`config.mk`:
```
export PLATFORM = sky130hd
export DESIGN_NAME = channel_hop_tracker_core
export DESIGN_NICKNAME = d
export VERILOG_FILES = /design/src/sv/chtrk_pkg.sv /design/src/sv/channel_hop_tracker_core.sv /design/src/sv/chtrk_csr.sv /design/src/sv/chtrk_step.sv
export SDC_FILE = /design/constraint.sdc
export NUM_CORES = 1
export LEC_CHECK = 0
export ABC_AREA = 1
export BUFFER_PORTS_ARGS = -buffer_cell sky130_fd_sc_hd__buf_4
export CORE_MARGIN = 3
export CORE_UTILIZATION = 25
export CTS_BUF_LIST = sky130_fd_sc_hd__clkbuf_4
export DETAILED_ROUTE_END_ITERATION = 8
export SETUP_SLACK_MARGIN = 0.05
export SYNTH_ARGS = -nofsm -noshare
export SYNTH_HDL_FRONTEND = slang
export SYNTH_SLANG_ARGS = --single-unit
```
`constraint.sdc`:
```
create_clock -name clock -period 5.8 [get_ports clock]
set_input_delay 0.58 -clock clock [delete_from_list [all_inputs] [get_ports clock]]
set_output_delay 0.58 -clock clock [all_outputs]
set_load 0.01 [all_outputs]
```
`src/sv/chtrk_pkg.sv`:
```
// shared types, constants and helpers of the channel hop tracker
package chtrk_pkg;

   localparam int unsigned IDX_W     = 2;
   localparam int unsigned GEN_W     = 6;
   localparam int unsigned CHAN_W    = 8;
   localparam int unsigned HOP_W     = 8;
   localparam int unsigned TABLE_LEN = 4;
   localparam int unsigned ADDR_W    = 5;
   localparam int unsigned DATA_W    = 32;

   typedef enum logic [1:0] {
      ACT_RESTART = 2'd0,
      ACT_OBSERVE = 2'd1,
      ACT_ADVANCE = 2'd2,
      ACT_SCAN    = 2'd3
   } action_type;

   typedef enum logic [2:0] {
      REG_SEED      = 3'd0,
      REG_CHANNEL_0 = 3'd1,
      REG_CHANNEL_1 = 3'd2,
      REG_CHANNEL_2 = 3'd3,
      REG_CHANNEL_3 = 3'd4
   } reg_index_type;

   localparam logic [CHAN_W-1:0] CHAN_RESET [TABLE_LEN] = '{8'd1, 8'd6, 8'd11, 8'd0};

   // configuration as seen by the step logic
   typedef struct packed {
      logic [IDX_W-1:0]                    seed_mod;
      logic [TABLE_LEN-1:0][CHAN_W-1:0]    chan;
   } cfg_type;

   // restoring reduction of an 8-bit value by a small channel count
   function automatic logic [IDX_W-1:0] mod_small(logic [7:0] v, int unsigned n);
      logic [8:0] r;
      logic [8:0] sub;
      r = {1'b0, v};
      for (int k = 6; k >= 0; k--) begin
         sub = 9'(n << k);
         if (r >= sub) begin
            r = r - sub;
         end
      end
      return IDX_W'(r);
   endfunction

endpackage

```
`src/sv/channel_hop_tracker_core.sv`:
```
// top level of the channel hop tracker: state, result register and csr port
//
// usage
// - request channel: req_action (0 restart, 1 observe, 2 advance, 3 scan next)
//   and req_packed_hop (index in bits 7..6, generation below) move in one
//   transfer when req_valid is high and req_stall is low
// - response channel: one transfer per request carrying rsp_moved,
//   rsp_hop_index, rsp_hop_generation and rsp_scan_channel
// - the result of a request is registered: it is presented in the response
//   register from the cycle after the request is taken
// - throughput is one request per cycle while req_stall is low; the step logic
//   between the hop state registers and the response register sets this figure
// - a request is taken while a finished response is still offered, as long
//   as that response is taken in the same cycle
// - when the receiver stalls with a response pending, req_stall is raised
//   and the response and hop state hold
// - reset clears the hop state (index, generation, scan position) and the
//   pending response; csr registers return to seed 0 and channels 1, 6, 11, 0
// - csr writes go through the apb-style port, one register per word
module channel_hop_tracker_core import chtrk_pkg::*; #(
   parameter int unsigned NUM_CHANNELS = 3,
   parameter int unsigned GEN_BITS     = 6
) (
   input  logic              clock,
   input  logic              reset,
   input  logic              req_valid,
   output logic              req_stall,
   input  logic [1:0]        req_action,
   input  logic [HOP_W-1:0]  req_packed_hop,
   output logic              rsp_valid,
   input  logic              rsp_stall,
   output logic              rsp_moved,
   output logic [IDX_W-1:0]  rsp_hop_index,
   output logic [GEN_W-1:0]  rsp_hop_generation,
   output logic [CHAN_W-1:0] rsp_scan_channel,
   input  logic              psel,
   input  logic              penable,
   input  logic              pwrite,
   input  logic [ADDR_W-1:0] paddr,
   input  logic [DATA_W-1:0] pwdata,
   output logic [DATA_W-1:0] prdata,
   output logic              pready
);

   cfg_type             cfg;

   // hop state
   logic [IDX_W-1:0]    index_ff;
   logic [GEN_BITS-1:0] gen_ff;
   logic [IDX_W-1:0]    scan_ff;
   logic [IDX_W-1:0]    index_in;
   logic [GEN_BITS-1:0] gen_in;
   logic [IDX_W-1:0]    scan_in;

   // response register
   logic                rsp_valid_ff;
   logic                moved_ff;
   logic [CHAN_W-1:0]   chan_ff;
   logic                moved_in;
   logic [CHAN_W-1:0]   chan_in;

   logic                req_take;

   assign pready = 1'b1;

   chtrk_csr #(
      .NUM_CHANNELS (NUM_CHANNELS)
   ) u_csr (
      .clock   (clock),
      .reset   (reset),
      .psel    (psel),
      .penable (penable),
      .pwrite  (pwrite),
      .paddr   (paddr),
      .pwdata  (pwdata),
      .prdata  (prdata),
      .cfg     (cfg)
   );

   chtrk_step #(
      .NUM_CHANNELS (NUM_CHANNELS),
      .GEN_BITS     (GEN_BITS)
   ) u_step (
      .action       (action_type'(req_action)),
      .packed_hop   (req_packed_hop),
      .cur_index    (index_ff),
      .cur_gen      (gen_ff),
      .cur_scan     (scan_ff),
      .cfg          (cfg),
      .nxt_index    (index_in),
      .nxt_gen      (gen_in),
      .nxt_scan     (scan_in),
      .moved        (moved_in),
      .scan_channel (chan_in)
   );

   // stall only while a pending response is itself held back
   assign req_stall = rsp_valid_ff && rsp_stall;
   assign req_take  = req_valid && !req_stall;

   always_ff @(posedge clock) begin
      if (reset) begin
         index_ff     <= '0;
         gen_ff       <= '0;
         scan_ff      <= '0;
         rsp_valid_ff <= 1'b0;
      end else begin
         if (req_take) begin
            index_ff <= index_in;
            gen_ff   <= gen_in;
            scan_ff  <= scan_in;
         end
         if (!req_stall) begin
            rsp_valid_ff <= req_valid;
         end
      end
   end

   // payload captured with each request transfer
   always_ff @(posedge clock) begin
      if (req_take) begin
         moved_ff <= moved_in;
         chan_ff  <= chan_in;
      end
   end

   assign rsp_valid          = rsp_valid_ff;
   assign rsp_moved          = moved_ff;
   assign rsp_hop_index      = index_ff;
   assign rsp_hop_generation = GEN_W'(gen_ff);
   assign rsp_scan_channel   = chan_ff;

endmodule

```
`src/sv/chtrk_csr.sv`:
```
// configuration registers of the channel hop tracker
module chtrk_csr import chtrk_pkg::*; #(
   parameter int unsigned NUM_CHANNELS = 3
) (
   input  logic              clock,
   input  logic              reset,
   input  logic              psel,
   input  logic              penable,
   input  logic              pwrite,
   input  logic [ADDR_W-1:0] paddr,
   input  logic [DATA_W-1:0] pwdata,
   output logic [DATA_W-1:0] prdata,
   output cfg_type           cfg
);

   logic [CHAN_W-1:0]                 seed_ff;
   logic [IDX_W-1:0]                  seed_mod_ff;
   logic [TABLE_LEN-1:0][CHAN_W-1:0]  chan_ff;
   logic                              wr_en;
   reg_index_type                     reg_idx;

   assign reg_idx = reg_index_type'(paddr[4:2]);
   assign wr_en   = psel && penable && pwrite;

   always_ff @(posedge clock) begin
      if (reset) begin
         seed_ff     <= '0;
         seed_mod_ff <= '0;
         for (int i = 0; i < TABLE_LEN; i++) begin
            chan_ff[i] <= CHAN_RESET[i];
         end
      end else if (wr_en) begin
         unique case (reg_idx)
            REG_SEED: begin
               seed_ff     <= pwdata[CHAN_W-1:0];
               // restart index computed once, at write time
               seed_mod_ff <= mod_small(pwdata[CHAN_W-1:0], NUM_CHANNELS);
            end
            REG_CHANNEL_0: chan_ff[0] <= pwdata[CHAN_W-1:0];
            REG_CHANNEL_1: chan_ff[1] <= pwdata[CHAN_W-1:0];
            REG_CHANNEL_2: chan_ff[2] <= pwdata[CHAN_W-1:0];
            REG_CHANNEL_3: chan_ff[3] <= pwdata[CHAN_W-1:0];
            default: ; // writes beyond the list are dropped
         endcase
      end
   end

   always_comb begin
      unique case (reg_idx)
         REG_SEED:      prdata = DATA_W'(seed_ff);
         REG_CHANNEL_0: prdata = DATA_W'(chan_ff[0]);
         REG_CHANNEL_1: prdata = DATA_W'(chan_ff[1]);
         REG_CHANNEL_2: prdata = DATA_W'(chan_ff[2]);
         REG_CHANNEL_3: prdata = DATA_W'(chan_ff[3]);
         default:       prdata = '0;
      endcase
   end

   assign cfg.seed_mod = seed_mod_ff;
   assign cfg.chan     = chan_ff;

endmodule

```
`src/sv/chtrk_step.sv`:
```
// next-state and result logic for one hop event
module chtrk_step import chtrk_pkg::*; #(
   parameter int unsigned NUM_CHANNELS = 3,
   parameter int unsigned GEN_BITS     = 6
) (
   input  action_type          action,
   input  logic [HOP_W-1:0]    packed_hop,
   input  logic [IDX_W-1:0]    cur_index,
   input  logic [GEN_BITS-1:0] cur_gen,
   input  logic [IDX_W-1:0]    cur_scan,
   input  cfg_type             cfg,
   output logic [IDX_W-1:0]    nxt_index,
   output logic [GEN_BITS-1:0] nxt_gen,
   output logic [IDX_W-1:0]    nxt_scan,
   output logic                moved,
   output logic [CHAN_W-1:0]   scan_channel
);

   localparam logic [IDX_W-1:0] LAST_IDX = IDX_W'(NUM_CHANNELS - 1);

   logic [IDX_W-1:0]    obs_idx;
   logic [GEN_BITS-1:0] obs_gen;
   logic [GEN_BITS-1:0] gen_diff;
   logic                obs_ok;
   logic [IDX_W-1:0]    adv_idx;
   logic [IDX_W-1:0]    scan_inc;

   assign obs_idx  = packed_hop[HOP_W-1 -: IDX_W];
   assign obs_gen  = packed_hop[GEN_BITS-1:0];
   assign gen_diff = obs_gen - cur_gen;
   // newer: valid index and nonzero distance in the lower half of the wrap circle
   assign obs_ok   = ({1'b0, obs_idx} < (IDX_W+1)'(NUM_CHANNELS))
                     && (gen_diff != '0) && !gen_diff[GEN_BITS-1];
   assign adv_idx  = (cur_index == LAST_IDX) ? '0 : cur_index + 1'b1;
   assign scan_inc = (cur_scan == LAST_IDX) ? '0 : cur_scan + 1'b1;

   always_comb begin
      nxt_index = cur_index;
      nxt_gen   = cur_gen;
      nxt_scan  = cur_scan;
      moved     = 1'b0;
      unique case (action)
         ACT_RESTART: begin
            nxt_index = cfg.seed_mod;
            nxt_gen   = '0;
            nxt_scan  = cfg.seed_mod;
         end
         ACT_OBSERVE: begin
            if (obs_ok) begin
               nxt_index = obs_idx;
               nxt_gen   = obs_gen;
               nxt_scan  = obs_idx;
               moved     = (obs_idx != cur_index);
            end
         end
         ACT_ADVANCE: begin
            nxt_index = adv_idx;
            nxt_gen   = cur_gen + 1'b1;
            nxt_scan  = adv_idx;
         end
         ACT_SCAN: begin
            nxt_scan = scan_inc;
         end
         default: ;
      endcase
   end

   assign scan_channel = cfg.chan[nxt_scan];

endmodule

```
==> flow_summary.json <==
{
  "status": "completed",
  "cap_violations": 0,
  "p_leak_nw": 2.41,
  "synth_edf_count": 9,
  "cp.arrival_ns": 5.51,
  "area_growth_pct": 15.9,
  "n_fill_cell": 1895,
  "stdcell_count": 930,
  "cp-end-kind": "flop",
  "peakVddDrop_mv": 0.0862,
  "synth_cell_type_count": 45,
  "insertion_delay_ns": 0.43,
  "finalSetupViolCount": 0,
  "p_per_area_nw_per_um2": 245,
  "grt_pass1_vias": 3809,
  "ctsHoldBuffers": 0,
  "fin_setup_tns_ns": 0,
  "tightest_slew_ns": 1.12,
  "syn_area_um2": 4500,
  "period_needed_ns": 5.20,
  "rsz0062_at_grt": "false",
  "yosys_warnings": 0,
  "crit_type": "input port to flop",
  "max_stage_delay_ns": 0.25,
  "synth_seq_area_share_pct": 29.6,
  "cts.sinks": 62,
  "max_slew_margin_pct": 24.8,
  "regToRegSetupSlack_ns": 2.32,
  "route.detailed.wl_per_inst_um": 12.3,
  "postLayoutSetupSlackWorst_ns": 0.601,
  "fmax_mhz": 192,
  "worst_ep_required_time_ns": 6.11,
  "synth-seq-cells": 62,
  "critPathLaunchType": "input port",
  "cts_setup_buffers": 0,
  "dp_hpwl_um": 8510,
  "place.port_buffers": 54,
  "place_inst": 913,
  "period_share_pct": 89.6,
  "crit_fanout": 7,
  "async_reset_ff_share_pct": 0,
  "grt_pass1_wl_um": 19000,
  "num_rows": 48,
  "drtIter0Drc": 342,
  "drive_gt1_share_pct": 19.7,
  "grt-ovfl-total": 0,
  "core_area_um2": 17500,
  "hold_class": "input port to flop",
  "start_util_pct": 25.8,
  "final_util_pct": 29.9,
  "critPathSlowestCell": "ha_1",
  "grt_max_degree": 47,
  "dpl_worst_slack_ns": 0.211,
  "h-tree-depth": 3,
  "finalHoldViolCount": 0,
  "first_pass_iters": 5,
  "max-clock-path-buffers": 2,
  "cts_tree": "done",
  "globalplace.congestion": 0.807,
  "fp.dieArea_um2": 19700,
  "io_pins": 106,
  "netlist_instances": 643,
  "ys_dominant_reg_cell": "dfxtp_1",
  "slew_viol_final": 0,
  "clockRootBuffer": "clkbuf_4",
  "power_mw": 1.28,
  "crit_top_cell": "nand2_1",
  "worst_clock_skew_ns": 0.0185,
  "syn_avg_cell_area_um2": 7.00,
  "viasPerCell": 4.54,
  "antenna_found_initial": 1,
  "drtAntennaViolNets": 0,
  "finalWirelength_um": 11500,
  "nNetsFinal": 771,
  "detail_route.drc_violations": 0,
  "cts_resized": 0,
  "cts-buffers-inserted": 9,
  "die_x_um": 140,
  "path_clk_slew_ns": 0.11,
  "vias": 4224,
  "grt_usage_pct": 11.6,
  "die_y_um": 140
}
[flip-flops by register name, summed over array words and instances, names as in the netlist]
name                count
rsp_hop_generation      6
rsp_hop_index           2
rsp_moved               1
rsp_scan_channel        8
rsp_valid               1
scan_ff                 2
u_csr.cfg              32
u_csr.seed_ff           8
u_csr.seed_mod_ff       2
[metrics by stage]
step	hold WS, ns	cell area (µm²)
floorplan	0.467	4590
global placement	0.471	5080
detailed placement	0.488	5080
CTS	0.388	5220
global route	0.404	5220
finish	0.416	5220
[final timing paths]
| path | from | cells after the start | end |
|---|---|---|---|
| setup / recovery | pwdata[7] | 45 | u_csr.seed_mod_ff[0]$_SDFFE_PP0P_ |
| setup reg to reg | rsp_hop_generation[2]$_SDFFE_PP0P_ | 15 | rsp_scan_channel[2]$_DFFE_PP_ |
| hold reg to reg | rsp_valid$_SDFFE_PP0N_ | 2 | rsp_valid$_SDFFE_PP0N_ |
| hold / removal | req_valid | 3 | rsp_valid$_SDFFE_PP0N_ |
[logic make-up after synthesis]
family                   count (synthesis)  share of synthesized area (%)
XOR/XNOR                                10                           1.95
AO/OA/AOI/OAI                          169                           21.8
adder cells (fa/ha/maj)                 18                           5.17
other                                    2                          0.167
AND/OR/NAND/NOR                        260                           29.0
flip-flops                              62                           29.6
buffers and inverters                  122                           12.4
[routing by layer]
| metal | GRT usage, % | share of wire, % |
|---|---|---|
| met2 | 18.7 | 46 |
| met5 | 0 | 0 |
| met3 | 1.33 | 4.2 |
| met1 | 15.8 | 48 |
| met4 | 4.74 | 1.8 |
[cell usage after synthesis, types with 3 or more instances]
| master | number | area share, % |
|---|---|---|
| o21ai_1 | 3 | 0.33 |
| nor3_1 | 4 | 0.44 |
| o211ai_1 | 6 | 1.0 |
| ha_1 | 17 | 4.7 |
| inv_2 | 6 | 0.50 |
| xnor2_1 | 4 | 0.78 |
| nand4_1 | 9 | 1.3 |
| nand3_1 | 33 | 3.7 |
| nand2_1 | 137 | 11 |
| o2111ai_1 | 6 | 1.2 |
| a31oi_1 | 9 | 1.3 |
| nor2_2 | 4 | 0.56 |
| nor2_4 | 5 | 1.3 |
| a21oi_1 | 61 | 6.8 |
| nand2_4 | 6 | 1.5 |
| dfxtp_1 | 53 | 24 |
| edfxtp_1 | 9 | 6.0 |
| nand3_2 | 10 | 2.2 |
| a22oi_1 | 5 | 0.83 |
| nand2_2 | 22 | 3.1 |
| clkinv_1 | 3 | 0.25 |
| o21ai_0 | 62 | 6.9 |
| buf_4 | 26 | 4.3 |
| a211oi_1 | 4 | 0.67 |
| xor2_1 | 6 | 1.2 |
| inv_1 | 74 | 6.2 |
| nor2_1 | 26 | 2.2 |
| clkbuf_1 | 12 | 1.0 |
[critical path, delay by kind of cell]
family,cells,cell delay [ns]
buffers and inverters,8,0.71
AND/OR/NAND/NOR,30,2.93
AO/OA/AOI/OAI,2,0.31
adder cells (fa/ha/maj),5,1.01
[layout by cell type, fill, tap and decap left out, types with 5 or more instances in the layout]
master	instances
nand3_1	33
o211ai_1	6
inv_2	6
clkbuf_4	11
ha_1	17
nor2_4	5
o21ai_0	62
nand2_2	22
xor2_1	6
buf_4	61
dfxtp_1	53
inv_1	74
a22oi_1	5
nor2_1	26
nand2_4	6
nand3_2	10
a21oi_1	61
nand4_1	9
a31oi_1	9
conb_1	25
nand2_1	137
edfxtp_1	9
o2111ai_1	6
[area by class of cell]
class / instances / area (µm²) / share of cell area (%)
clock buffers: 11 / 82.6 / 1.58
well taps: 225 / 282 / 5.39
repair buffers: 61 / 458 / 8.77
inverters: 83 / 312 / 5.97
clock inverters: 5 / 51.3 / 0.983
multi-input cells: 482 / 2700 / 51.7
diodes: 1 / 2.50 / 0.0480
flip-flops and latches: 62 / 1330 / 25.5
[power by group]
part | total, mW | internal, mW | switching, mW
clock | 0.299 | 0.139 | 0.160
combinational | 0.511 | 0.181 | 0.331
sequential | 0.466 | 0.454 | 0.0116
Note: power is estimated with default switching activity, not from simulation.
